### src/hw/rtl/assert_macros.svh
// ----------------------------------------------------------------------------
// assert_macros.svh
// Assertion helpers shared by the deframer rtl, clocked on clk_i with reset
// rst_ni
// ----------------------------------------------------------------------------
`ifndef ASSERT_MACROS_SVH
`define ASSERT_MACROS_SVH

// same-cycle implication
`define PFD_ASSERT(lbl, ante, cons) \
  lbl: assert property (@(posedge clk_i) disable iff (!rst_ni) (ante) |-> (cons)) \
    else $error("assertion failed");

// next-cycle implication
`define PFD_ASSERT_NEXT(lbl, ante, cons) \
  lbl: assert property (@(posedge clk_i) disable iff (!rst_ni) (ante) |=> (cons)) \
    else $error("assertion failed");

`endif

### src/hw/rtl/pfd_pkg.sv
// ----------------------------------------------------------------------------
// pfd_pkg
// Types and constants of the frame deframer
// ----------------------------------------------------------------------------
package pfd_pkg;

  localparam int unsigned BYTE_W = 8;
  localparam int unsigned POP_W  = 4;

  typedef logic [BYTE_W-1:0] byte_t;
  typedef logic [POP_W-1:0]  pop_t;

  typedef enum logic [2:0] {
    PH_IDLE    = 3'd0,
    PH_HEADER  = 3'd1,
    PH_DEST    = 3'd2,
    PH_ORIG    = 3'd3,
    PH_LEN     = 3'd4,
    PH_PAYLOAD = 3'd5,
    PH_CHECK   = 3'd6
  } phase_e;

  // number of set bits in one byte
  function automatic pop_t ones_in(input byte_t v);
    pop_t n;
    n = '0;
    for (int b = 0; b < BYTE_W; b++) begin
      n = n + pop_t'(v[b]);
    end
    return n;
  endfunction

endpackage

### src/hw/rtl/pfd_rx_if.sv
// ----------------------------------------------------------------------------
// pfd_rx_if
// Received byte channel: one frame byte and its start-of-frame flag
// ----------------------------------------------------------------------------
interface pfd_rx_if;
  logic                       valid;
  logic                       ready;
  logic [pfd_pkg::BYTE_W-1:0] rx_byte;
  logic                       frame_start;

  modport source (output valid, output rx_byte, output frame_start, input ready);
  modport sink   (input valid, input rx_byte, input frame_start, output ready);
endinterface

### src/hw/rtl/pfd_res_if.sv
// ----------------------------------------------------------------------------
// pfd_res_if
// Result channel: forwarded payload byte or end-of-frame summary
// ----------------------------------------------------------------------------
interface pfd_res_if;
  logic                       valid;
  logic                       ready;
  logic [pfd_pkg::BYTE_W-1:0] out_byte;
  logic                       last;
  logic                       checksum_ok;
  logic [pfd_pkg::BYTE_W-1:0] dest_addr;
  logic [pfd_pkg::BYTE_W-1:0] orig_addr;
  logic [pfd_pkg::BYTE_W-1:0] pay_length;

  modport source (output valid, output out_byte, output last, output checksum_ok,
                  output dest_addr, output orig_addr, output pay_length, input ready);
  modport sink   (input valid, input out_byte, input last, input checksum_ok,
                  input dest_addr, input orig_addr, input pay_length, output ready);
endinterface

### src/hw/rtl/popcount_frame_deframer.sv
// ----------------------------------------------------------------------------
// popcount_frame_deframer
// Strips the header of received frames, forwards payload bytes and checks a
// set-bit-count checksum
// ----------------------------------------------------------------------------
// Every received word is taken into an input register and handled by one pass
// of parsing logic that writes the result register, so one word is accepted
// per clock when the result side is not stalled, while a stalled result
// register holds back the input register. A word marked frame_start
// restarts parsing; HEADER_BYTES header words are skipped, then destination,
// origin and length are latched. Each payload word is forwarded with last low,
// and the trailing checksum word yields one summary with last high and
// checksum_ok set when it equals the set-bit count (mod 256) of destination,
// origin, length and payload. A frame cut by a new frame_start gives no
// summary; words outside a frame are dropped.
// ----------------------------------------------------------------------------
`include "assert_macros.svh"

module popcount_frame_deframer #(
  parameter int unsigned HEADER_BYTES = 4
) (
  input  logic        clk_i,
  input  logic        rst_ni,
  pfd_rx_if.sink      rx_i,
  pfd_res_if.source   res_o
);
  import pfd_pkg::*;

  localparam int unsigned HCW = $clog2(HEADER_BYTES + 1);
  localparam logic [HCW-1:0] HDR_LAST = HCW'(HEADER_BYTES);

  // input register
  logic   in_vld_q;
  byte_t  in_byte_q;
  logic   in_start_q;

  // parser state
  phase_e          phase_q, phase_d;
  logic [HCW-1:0]  hdr_cnt_q, hdr_cnt_d;
  byte_t           pay_cnt_q, pay_cnt_d;
  byte_t           dest_q, dest_d;
  byte_t           orig_q, orig_d;
  byte_t           len_q, len_d;
  byte_t           sum_q, sum_d;

  // result register
  logic   res_vld_q;
  byte_t  res_byte_q, res_byte_d;
  logic   res_last_q, res_last_d;
  logic   res_ok_q, res_ok_d;
  byte_t  res_dest_q, res_orig_q, res_len_q;
  logic   emit;

  logic   res_free;
  logic   proc;
  logic   in_take;
  byte_t  sum_add;

  assign res_free = !res_vld_q || res_o.ready;
  assign proc     = in_vld_q && res_free;
  assign rx_i.ready = !in_vld_q || res_free;
  assign in_take  = rx_i.valid && rx_i.ready;
  assign sum_add  = sum_q + byte_t'(ones_in(in_byte_q));

  always_ff @(posedge clk_i or negedge rst_ni) begin
    if (!rst_ni) begin
      in_vld_q <= 1'b0;
    end else if (rx_i.ready) begin
      in_vld_q <= rx_i.valid;
    end
  end

  always_ff @(posedge clk_i) begin
    if (in_take) begin
      in_byte_q  <= rx_i.rx_byte;
      in_start_q <= rx_i.frame_start;
    end
  end

  always_comb begin
    phase_d    = phase_q;
    hdr_cnt_d  = hdr_cnt_q;
    pay_cnt_d  = pay_cnt_q;
    dest_d     = dest_q;
    orig_d     = orig_q;
    len_d      = len_q;
    sum_d      = sum_q;
    emit       = 1'b0;
    res_byte_d = in_byte_q;
    res_last_d = 1'b0;
    res_ok_d   = 1'b0;
    if (in_start_q) begin
      sum_d     = '0;
      hdr_cnt_d = HCW'(1);
      phase_d   = (HEADER_BYTES <= 1) ? PH_DEST : PH_HEADER;
    end else begin
      case (phase_q)
        PH_HEADER: begin
          hdr_cnt_d = hdr_cnt_q + HCW'(1);
          if (hdr_cnt_d >= HDR_LAST) begin
            phase_d = PH_DEST;
          end
        end
        PH_DEST: begin
          dest_d  = in_byte_q;
          sum_d   = sum_add;
          phase_d = PH_ORIG;
        end
        PH_ORIG: begin
          orig_d  = in_byte_q;
          sum_d   = sum_add;
          phase_d = PH_LEN;
        end
        PH_LEN: begin
          len_d     = in_byte_q;
          sum_d     = sum_add;
          pay_cnt_d = '0;
          phase_d   = (in_byte_q == '0) ? PH_CHECK : PH_PAYLOAD;
        end
        PH_PAYLOAD: begin
          sum_d     = sum_add;
          pay_cnt_d = pay_cnt_q + byte_t'(1);
          if (pay_cnt_d == len_q) begin
            phase_d = PH_CHECK;
          end
          emit = 1'b1;
        end
        PH_CHECK: begin
          phase_d    = PH_IDLE;
          emit       = 1'b1;
          res_byte_d = '0;
          res_last_d = 1'b1;
          res_ok_d   = (in_byte_q == sum_q);
        end
        default: begin
          phase_d = PH_IDLE;
        end
      endcase
    end
  end

  always_ff @(posedge clk_i or negedge rst_ni) begin
    if (!rst_ni) begin
      phase_q   <= PH_IDLE;
      hdr_cnt_q <= '0;
      pay_cnt_q <= '0;
      dest_q    <= '0;
      orig_q    <= '0;
      len_q     <= '0;
      sum_q     <= '0;
      res_vld_q <= 1'b0;
    end else begin
      if (proc) begin
        phase_q   <= phase_d;
        hdr_cnt_q <= hdr_cnt_d;
        pay_cnt_q <= pay_cnt_d;
        dest_q    <= dest_d;
        orig_q    <= orig_d;
        len_q     <= len_d;
        sum_q     <= sum_d;
      end
      if (res_free) begin
        res_vld_q <= proc && emit;
      end
    end
  end

  // summary carries the holds as they stand when the word is handled
  always_ff @(posedge clk_i) begin
    if (proc && emit) begin
      res_byte_q <= res_byte_d;
      res_last_q <= res_last_d;
      res_ok_q   <= res_ok_d;
      res_dest_q <= dest_q;
      res_orig_q <= orig_q;
      res_len_q  <= len_q;
    end
  end

  assign res_o.valid       = res_vld_q;
  assign res_o.out_byte    = res_byte_q;
  assign res_o.last        = res_last_q;
  assign res_o.checksum_ok = res_ok_q;
  assign res_o.dest_addr   = res_dest_q;
  assign res_o.orig_addr   = res_orig_q;
  assign res_o.pay_length  = res_len_q;

  `PFD_ASSERT(a_ok_only_on_last, res_vld_q && !res_last_q, !res_ok_q)
  `PFD_ASSERT_NEXT(a_start_clears_sum, proc && in_start_q,
                   sum_q == '0 && (phase_q == PH_HEADER || phase_q == PH_DEST))
  `PFD_ASSERT_NEXT(a_check_gives_last, proc && !in_start_q && phase_q == PH_CHECK,
                   res_vld_q && res_last_q && phase_q == PH_IDLE)

endmodule
### src/flat_wrapper.sv
// flat-port wrapper written by rule: the top's interface ports become plain ports
module popcount_frame_deframer_flat import pfd_pkg::*;
#(
  parameter int unsigned HEADER_BYTES = 4
)
  (clk_i, rst_ni, rx_i_valid, rx_i_rx_byte, rx_i_frame_start, rx_i_ready, res_o_valid, res_o_out_byte, res_o_last, res_o_checksum_ok, res_o_dest_addr, res_o_orig_addr, res_o_pay_length, res_o_ready);
  pfd_rx_if rx_i_i ();
  pfd_res_if res_o_i ();
  input  logic clk_i;
  input  logic rst_ni;
  input wire logic [$bits(rx_i_i.valid)-1:0] rx_i_valid;
  input wire logic [$bits(rx_i_i.rx_byte)-1:0] rx_i_rx_byte;
  input wire logic [$bits(rx_i_i.frame_start)-1:0] rx_i_frame_start;
  output wire logic [$bits(rx_i_i.ready)-1:0] rx_i_ready;
  output wire logic [$bits(res_o_i.valid)-1:0] res_o_valid;
  output wire logic [$bits(res_o_i.out_byte)-1:0] res_o_out_byte;
  output wire logic [$bits(res_o_i.last)-1:0] res_o_last;
  output wire logic [$bits(res_o_i.checksum_ok)-1:0] res_o_checksum_ok;
  output wire logic [$bits(res_o_i.dest_addr)-1:0] res_o_dest_addr;
  output wire logic [$bits(res_o_i.orig_addr)-1:0] res_o_orig_addr;
  output wire logic [$bits(res_o_i.pay_length)-1:0] res_o_pay_length;
  input wire logic [$bits(res_o_i.ready)-1:0] res_o_ready;
  assign rx_i_i.valid = rx_i_valid;
  assign rx_i_i.rx_byte = rx_i_rx_byte;
  assign rx_i_i.frame_start = rx_i_frame_start;
  assign rx_i_ready = rx_i_i.ready;
  assign res_o_valid = res_o_i.valid;
  assign res_o_out_byte = res_o_i.out_byte;
  assign res_o_last = res_o_i.last;
  assign res_o_checksum_ok = res_o_i.checksum_ok;
  assign res_o_dest_addr = res_o_i.dest_addr;
  assign res_o_orig_addr = res_o_i.orig_addr;
  assign res_o_pay_length = res_o_i.pay_length;
  assign res_o_i.ready = res_o_ready;
  popcount_frame_deframer #(.HEADER_BYTES(HEADER_BYTES)) u_core (.clk_i(clk_i), .rst_ni(rst_ni), .rx_i(rx_i_i), .res_o(res_o_i));
endmodule
### config.mk
export PLATFORM = sky130hd
export DESIGN_NAME = popcount_frame_deframer_flat
export DESIGN_NICKNAME = d
export VERILOG_FILES = /design/src/hw/rtl/pfd_pkg.sv /design/src/hw/rtl/pfd_rx_if.sv /design/src/hw/rtl/pfd_res_if.sv /design/src/hw/rtl/popcount_frame_deframer.sv /design/src/flat_wrapper.sv
export VERILOG_INCLUDE_DIRS = /design/src /design/src/hw/rtl
export SDC_FILE = /design/constraint.sdc
export NUM_CORES = 1
export LEC_CHECK = 0
export ABC_AREA = 1
export CAP_MARGIN = 20
export CELL_PAD_IN_SITES_DETAIL_PLACEMENT = 0
export CELL_PAD_IN_SITES_GLOBAL_PLACEMENT = 2
export CORE_UTILIZATION = 42
export CTS_BUF_LIST = sky130_fd_sc_hd__clkbuf_2
export DETAILED_ROUTE_END_ITERATION = 10
export DONT_BUFFER_PORTS = 1
export PLACE_DENSITY = 0.85
export SLEW_MARGIN = 15
export SYNTH_ARGS = -nofsm -noshare
export SYNTH_HDL_FRONTEND = slang
export SYNTH_SLANG_ARGS = --single-unit
### constraint.sdc
create_clock -name clk_i -period 4.3 [get_ports clk_i]
set_input_delay 0.86 -clock clk_i [delete_from_list [all_inputs] [get_ports clk_i]]
set_output_delay 0.86 -clock clk_i [all_outputs]
set_load 0.1 [all_outputs]
======== After elaboration in Yosys (flattened, before gate mapping) ========
Cells that the tools add are included.
cells by class
  $add $sub $neg .......................... 10
  muxes and demuxes ....................... 15
  reductions and logical operators ........ 21
  order comparisons ....................... 1
  bitwise gates (word level) .............. 2
  equality and inequality tests ........... 10
operator list
  cell                 number
  $mux 8               4
  $add 4x1->4          6
  $eq 8x8->1           2
  $pmux 8 s2           1
  $mux 3               5
  $pmux 3 s5           1
  $reduce_and 3->1     5
  $eq 3x3->1 const B   3
  $add 8x1->8 const B  1
  $add 8x4->8          1
  $logic_not 8->1      1
  $eq 3x2->1 const B   2
  $ne 3x1->1 const B   2
  $reduce_bool 2->1    3
  $reduce_and 2->1     2
  $reduce_or 2->1      2
  $reduce_or 4->1      1
  $add 3x1->3 const B  1
  $eq 3x1->1 const B   1
  $ge 3x3->1 const B   1
  $logic_and 1x1->1    3
  $mux 1               3
  $add 1x1->2          1
  $logic_not 1->1      2
  3 further kinds      5
word-level totals
  register bits ........................... 91
  output and inout port bits .............. 36
  bits of input ports ..................... 13

======== Depth between registers and ports, before layout ========
Gate-level depths: netlist (run 1).
  depth after elaboration ................. 10
  gate-level depth with buffers ........... 17

======== Least setup slack after synthesis (run 1) ========
OpenSTA, ideal clock, no wires.
  path kind ............................... register to register
  start point ............................. reg u_core.in_byte_q[0]
  end point ............................... reg u_core.sum_q[6]
  data required time ...................... 4176 ps
  clock period less this slack ............ 3792 ps
  setup time .............................. 124 ps
  path slack .............................. 508 ps
  data arrival time ....................... 3668 ps
  buffers on the path ..................... 0
  stages on the path, launching flop included .. 15
  cell sequence ........................... edfxtp_1 -> inv_1 -> ha_1 -> inv_1 -> fa_1 -> fa_1 -> fa_1 -> fa_1 -> fa_1 -> o21ai_0 -> a21oi_1 -> nor3_1 -> nand2_1 -> o21ai_0 -> a21oi_1
on the way
  cells in the longest elaborated chain, start to end .. 10
RTL lines
  element                    RTL line                        source
  from (decl)                popcount_frame_deframer.sv:34   byte_t in_byte_q;
  from (signal assigned)     popcount_frame_deframer.sv:75   in_byte_q <= rx_i.rx_byte;
  $add 1x1->2                pfd_pkg.sv:28                   n = n + pop_t'(v[b]);
  $add 4x1->4 (6 in series)  pfd_pkg.sv:28
  $add 8x4->8                popcount_frame_deframer.sv:63   assign sum_add = sum_q + byte_t'(ones_in(in_byte_q));
  $mux 8                     popcount_frame_deframer.sv:97   case (phase_q)
  $mux 8                     popcount_frame_deframer.sv:92   if (in_start_q) begin
  to (signal assigned)       popcount_frame_deframer.sv:160  sum_q <= sum_d;
  to (decl)                  popcount_frame_deframer.sv:44   byte_t sum_q, sum_d;
No other way between the ends. The select of a mux whose other input is x is not followed.
A chain may end at the register's enable or synchronous reset.

======== Final worst setup path (run 1) ========
  start point ............................. reg u_core.in_byte_q[0]
  end point ............................... reg u_core.sum_q[7]
The elaborated chain is that of the path after synthesis.

==> qor.yml, run 1 <==
final_nets: 443
num_io_pins: 49
synth_fp_nets: 430
max-cap-violations: 0
grt_pass1_wl_um: 14000
final_common_cell: "nand2_1"
synth-seq-cells: 91
finalCritPeriodShare_pct: 93.2
synth_largest_area_cell: "edfxtp_1"
ant_nets: 0
worstSetupPathType: "flop to flop"
wl_um: 8490
place_congestion: 0.858
rows: 35
clock_path_buffers: 2
drc: 0
vias_per_cell: 5.07
synth.avg_cell_area_um2: 10.2
min_path_type: "input port to async pin"
cp_slowest_stage_delay_ns: 0.57
die_h_um: 101
period_needed_ns: 4.01
critPathTopFamily: "adder cells"
powerDensity_nw_per_um2: 565
start_util_pct: 43.8
core_area_um2: 9330
synth.top_cell.area_share_pct: 31.6
tritoncts: "yes"
finalCoreUtilization_pct: 47.3
reg2reg_slack_ns: 0.29
drtIter0Drc: 130
grt_max_degree: 49
synth_cells: 402
crit_arrival_ns: 4.50
slew_viol_final: 0
die_area_um2: 10100
layout-drive-gt1-share_pct: 9.05
hpwl_um: 6190
instances_no_fill: 550
path_cells: "inv_1 -> ha_1 -> inv_1 -> fa_1 -> fa_1 -> fa_1 -> fa_1 -> inv_1 -> ha_1 -> nand3_1 -> a31oi_1 -> o21ai_2 -> nor3_2 -> o21ai_0 -> a21oi_1"
fin_skew_ns: 0.0265
clkLatencyLatePin_ns: 0.55
finalSetupViolCount: 0
ys_seq_area_share_pct: 61.1
cp_slowest_cell: "fa_1"
drt_pre_antenna_iters: 5
grt_overflow_total: 0
slew_headroom_pct: 36.9
cp_common_cell: "fa_1"
synth_area_leaders: "edfxtp_1 32%, dfrtp_1 29%, nand2_1 7.6%"
grt.total_usage_pct: 18.7
reg2regPathDepth: 15
cp_max_fo: 5
vias: 2789
cp_num_buf_inv: 3
numCtsBuffers: 9
ys_warn_count: 0
first_global_vias: 2658
antenna_found_initial: 2
p_leak_nw: 1.88
reg2reg_from: "u_core.in_byte_q[0]$_DFFE_PP_"
cts_root_buf: "clkbuf_2"
ys_types: 29
num-fill-cells: 896
place_inst: 530
htree_levels: 3
rsz0062_at_grt: "false"
max_slew.worst_pin.slew_ns: 0.944
io_buffers: 0
final_cell_mix: "83 x nand2_1, 57 x inv_1, 48 x dfrtp_1"
rr_endpoint: "u_core.sum_q[7]$_DFFE_PN0P_"
syn_to_final_growth_pct: 8.09
ir_drop_uv: 209
die_w_um: 101
wl_per_cell_um: 15.4
finalHoldViolCount: 0
critPathCaptureType: "flop"
synth_area_um2: 4080
outcome: "finished, final reports clean"
required_ns: 4.79
cts.sinks: 91
fmax_mhz: 249
startpoint_type: "flop"
clk_pin_slew_worst_paths_ns: 0.28
finalSetupTns_ns: 0
==> logic make-up (layout without fill, tap and decap cells) <==
logic type | count (synthesis) | in the layout | synth area share, %
AND/OR/NAND/NOR | 165 | 165 | 17.9
buffers and inverters | 61 | 79 | 5.67
XOR/XNOR | 5 | 5 | 1.07
adder cells (fa/ha/maj) | 15 | 15 | 5.52
flip-flops | 91 | 91 | 61.1
other | 0 | 1 | 0
AO/OA/AOI/OAI | 65 | 65 | 8.74
==> flip-flops by register name (all words and copies together), names as in the netlist <==
signal / cells
u_core.dest_q: 8
u_core.in_byte_q: 8
u_core.len_q: 8
u_core.orig_q: 8
u_core.pay_cnt_q: 8
u_core.res_o.dest_addr: 8
u_core.res_o.orig_addr: 8
u_core.res_o.out_byte: 8
u_core.res_o.pay_length: 8
u_core.sum_q: 8
u_core.hdr_cnt_q: 3
u_core.phase_q: 3
u_core.in_start_q: 1
u_core.in_vld_q: 1
u_core.res_o.checksum_ok: 1
u_core.res_o.last: 1
u_core.res_o.valid: 1
==> how the worst max path moves through the flow <==
stage / startpoint / end / slack, ns / cells after the start
2_1_floorplan: u_core.in_byte_q[0]$_DFFE_PP_ / u_core.sum_q[6]$_DFFE_PN0P_ / 0.51 / 14
3_3_place_gp: u_core.in_byte_q[1]$_DFFE_PP_ / u_core.sum_q[6]$_DFFE_PN0P_ / 0.31 / 14
3_5_place_dp: u_core.in_byte_q[1]$_DFFE_PP_ / u_core.sum_q[6]$_DFFE_PN0P_ / 0.20 / 14
4_1_cts: u_core.in_byte_q[1]$_DFFE_PP_ / u_core.sum_q[6]$_DFFE_PN0P_ / 0.16 / 14
5_1_grt: u_core.in_byte_q[0]$_DFFE_PP_ / u_core.sum_q[6]$_DFFE_PN0P_ / 0.04 / 14
6_report: u_core.in_byte_q[0]$_DFFE_PP_ / u_core.sum_q[7]$_DFFE_PN0P_ / 0.29 / 15
==> final cells by class <==
cell class / instances / area, um^2 / area share (%)
antenna: 1 / 2.50 / 0.0567
inverter: 58 / 218 / 4.93
sequential: 91 / 2490 / 56.5
tap: 129 / 161 / 3.66
clock buffer: 9 / 45.0 / 1.02
clock inverter: 7 / 65.1 / 1.47
multi-input combinational: 250 / 1370 / 31.1
timing repair buffer: 5 / 57.6 / 1.30
==> power breakdown <==
| group | internal, mW | switching [mW] | leakage [nW] | total, mW |
|---|---|---|---|---|
| Sequential | 1.14 | 0.203 | 0.968 | 1.35 |
| Combinational | 0.272 | 0.460 | 0.844 | 0.733 |
| Clock | 0.0932 | 0.322 | 0.0673 | 0.415 |
==> per-stage QoR <==
stage	total power, mW	instance area, um^2	setup slack (ns)	hold WS (ns)
2_1_floorplan	1.90	4080	0.508	0.425
3_3_place_gp	2.07	4250	0.310	0.432
3_5_place_dp	2.08	4250	0.196	0.435
4_1_cts	2.52	4390	0.157	0.0474
5_1_grt	2.71	4410	0.0397	0.0298
6_report	2.49	4410	0.292	0.0987
==> what timing repair did <==
| action | in CTS | in global routing |
|---|---|---|
| setup endpoints to repair | 0 | 2 |
| hold buffers | 1 | 0 |
| setup buffers | 0 | 2 |
| gates resized for setup | 0 | 2 |
| endpoints found under the hold margin | 48 | 0 |
==> layer usage <==
| layer | wire length, um | vias to the layer above | GRT usage [%] | part of all wire, % |
|---|---|---|---|---|
| met5 | 10 | - | 0 | 0.12 |
| met3 | 394 | 13 | 4.65 | 4.6 |
| met2 | 3920 | 70 | 28.1 | 46 |
| met1 | 4020 | 1333 | 26.1 | 47 |
| met4 | 148 | 2 | 7.36 | 1.7 |
| li1 | - | 1371 | - | - |
==> cell usage after synthesis (all sizes together) <==
cell / count
inv: 58
dfrtp: 48
nor2: 37
buf: 2
nand3: 32
o41ai: 1
xnor2: 3
clkbuf: 1
a31oi: 2
ha: 10
nor4: 2
nand4: 6
o211ai: 1
o21ai: 41
a21oi: 15
a32o: 1
edfxtp: 43
fa: 5
o22ai: 3
o21bai: 1
nand2: 86
nor3: 2
xor2: 2
Power figures use the tool's default switching activity.
==> run 2, diff against run 1 <==
--- a/config.mk
+++ b/config.mk
@@ -14,6 +14,7 @@
 export CTS_BUF_LIST = sky130_fd_sc_hd__clkbuf_2
 export DETAILED_ROUTE_END_ITERATION = 10
 export DONT_BUFFER_PORTS = 1
+export GPL_TIMING_DRIVEN = 0
 export PLACE_DENSITY = 0.85
 export SLEW_MARGIN = 15
 export SYNTH_ARGS = -nofsm -noshare
==> run 2 against run 1 <==
Clock power increased by 11%. Die area unchanged. Maximum frequency decreased by 1.4%. First-iteration DRC count increased by 0.77%. Clock skew decreased by 0.0046 ns. Hold slack improved by 0.0079 ns. Design area increased by 0.79%. Highest routed layer is now met4. Critical path depth decreased by 1. Critical path type unchanged. Via count decreased by 1.8%. Largest power group unchanged. Clock-buffer cell count unchanged. Total power increased by 1.5%.
==> qor.yml, run 2 (synthesis results as in run 1) <==
num-fill-cells: 895
critPathCaptureType: "flop"
sw_frac_of_total_pct: 38.4
final_cell_mix: "83 x nand2_1, 55 x inv_1, 48 x dfrtp_1"
n_antenna_cell: 0
final_common_cell: "nand2_1"
tritoncts: "yes"
period_needed_ns: 4.06
cp_slowest_stage_delay_ns: 0.55
power.internal_mw: 1.56
vias: 2739
die_h_um: 101
cp_slowest_cell: "edfxtp_1"
grt_max_degree: 49
place_congestion: 0.767
slew_headroom_pct: 26.7
powerDensity_nw_per_um2: 569
grt_pass1_wl_um: 13600
finalHoldViolCount: 0
cts_root_buf: "clkbuf_2"
clockPowerShare_pct: 18.3
start_util_pct: 43.8
grt.total_usage_pct: 18.2
layout-drive-gt1-share_pct: 9.72
finalSetupTns_ns: 0
grt_overflow_total: 0
crit_arrival_ns: 4.54
finalCritPeriodShare_pct: 94.5
syn_to_final_growth_pct: 8.95
worstSetupPathType: "flop to flop"
ant_nets: 0
reg2regPathDepth: 14
finalSetupViolCount: 0
die_w_um: 101
fmax_mhz: 246
min_path_type: "input port to async pin"
first_global_vias: 2628
cp_common_cell: "fa_1"
max-cap-violations: 0
fin_skew_ns: 0.0219
crit_cells: 14
cp_num_buf_inv: 2
pwr-share-seq_pct: 53.1
clk_pin_slew_worst_paths_ns: 0.26
htree_levels: 3
vias_per_cell: 4.97
drtIter0Drc: 131
required_ns: 4.77
io_buffers: 0
wl_um: 8170
combPwrFrac_pct: 28.6
numCtsBuffers: 9
outcome: "finished, final reports clean"
rows: 35
slew_viol_final: 0
instances_no_fill: 551
wl_per_cell_um: 14.8
drc: 0
num_io_pins: 49
p_sw_mw: 0.971
die_area_um2: 10100
max_slew.worst_pin.slew_ns: 1.10
clock_path_buffers: 2
hpwl_um: 5930
ir_drop_uv: 172
cp_max_fo: 5
antenna_found_initial: 0
drt_pre_antenna_iters: 4
cts.sinks: 91
rsz0062_at_grt: "false"
place_inst: 532
startpoint_type: "flop"
clkLatencyLatePin_ns: 0.55
p_leak_nw: 1.90
path_cells: "inv_2 -> ha_1 -> inv_1 -> fa_1 -> fa_1 -> fa_1 -> fa_1 -> fa_1 -> o21ai_0 -> a21oi_1 -> nor3_2 -> nand2_1 -> o21ai_1 -> a21oi_1"
core_area_um2: 9330
critPathTopFamily: "adder cells"
final_nets: 445
==> run 2: cell types whose count changed in the layout (fill, tap and decap cells not counted), moves of 2 or more <==
cell	delta
buf_2	+2
buf_4	-2
inv_1	-2
inv_2	+2
==> run 2: power by group through the flow <==
stage	Sequential, mW	Combinational, mW	Clock, mW
3_3_place_gp	1.36	0.702	0
4_1_cts	1.34	0.731	0.478
2_1_floorplan	1.32	0.583	0
5_1_grt	1.37	0.858	0.514
3_5_place_dp	1.37	0.711	0
6_report	1.34	0.725	0.462
==> run 2: worst paths after layout <==
check / end / start / slack (ns)
setup reg to reg: u_core.sum_q[6]$_DFFE_PN0P_ / u_core.in_byte_q[0]$_DFFE_PP_ / 0.24
setup / recovery: u_core.sum_q[6]$_DFFE_PN0P_ / u_core.in_byte_q[0]$_DFFE_PP_ / 0.24
hold reg to reg: u_core.res_o.orig_addr[1]$_DFFE_PP_ / u_core.orig_q[1]$_DFFE_PN0P_ / 0.47
hold / removal: u_core.dest_q[7]$_DFFE_PN0P_ / rst_ni / 0.11
max in group asynchronous: u_core.hdr_cnt_q[1]$_DFFE_PN0P_ / rst_ni / 3.95
min in group clk_i: u_core.in_byte_q[7]$_DFFE_PP_ / rx_i_rx_byte[7] / 0.38
==> run 2: metrics by stage <==
step | utilization [%] | total power, mW | setup WS (ns) | instance area, um^2 | hold slack [ns]
4_1_cts | 47.5 | 2.55 | 0.0291 | 4430 | 0.0653
3_5_place_dp | 45.8 | 2.08 | 0.0651 | 4270 | 0.436
5_1_grt | 47.7 | 2.75 | 0.00115 | 4450 | 0.0345
2_1_floorplan | - | 1.90 | 0.508 | 4080 | 0.425
3_3_place_gp | 45.5 | 2.06 | 0.0510 | 4240 | 0.434
6_report | 47.7 | 2.53 | 0.235 | 4450 | 0.107
==> run 2: layout make-up <==
type                            instances  area (um^2)  area share, %
Timing Repair Buffer                    4         62.6           1.41
Clock buffer                            9         45.0           1.01
Buffer                                  3         13.8          0.310
Sequential cell                        91         2490           56.0
Tap cell                              129          161           3.63
Clock inverter                          7         83.8           1.89
Multi-Input combinational cell        250         1370           30.8
Inverter                               58          218           4.90
==> run 2: timing repair <==
action / 4_1_cts / 5_1_grt
setup endpoints to repair: 0 / 2
resized for setup: 0 / 4
buffers inserted: 0 / 2
endpoints found under the hold margin: 48 / 0
hold buffers: 1 / 0
==> run 2: worst reg2reg max path, stage by stage, from the launching register on <==
cell and delay [ns]:
edfxtp_1 0.55, inv_2 0.16, ha_1 0.24, inv_1 0.06
fa_1 0.42, fa_1 0.45, fa_1 0.42, fa_1 0.51
fa_1 0.45, o21ai_0 0.21, a21oi_1 0.12, nor3_2 0.15
nand2_1 0.09, o21ai_1 0.12, a21oi_1 0.05
==> run 2: per-layer routing <==
layer	track usage (%)	vias to the layer above	part of all wire, %
li1	-	1368	-
met1	26.7	1316	52
met2	26.6	49	45
met3	3.40	6	2.2
met4	7.58	0	0.84
met5	0	-	0
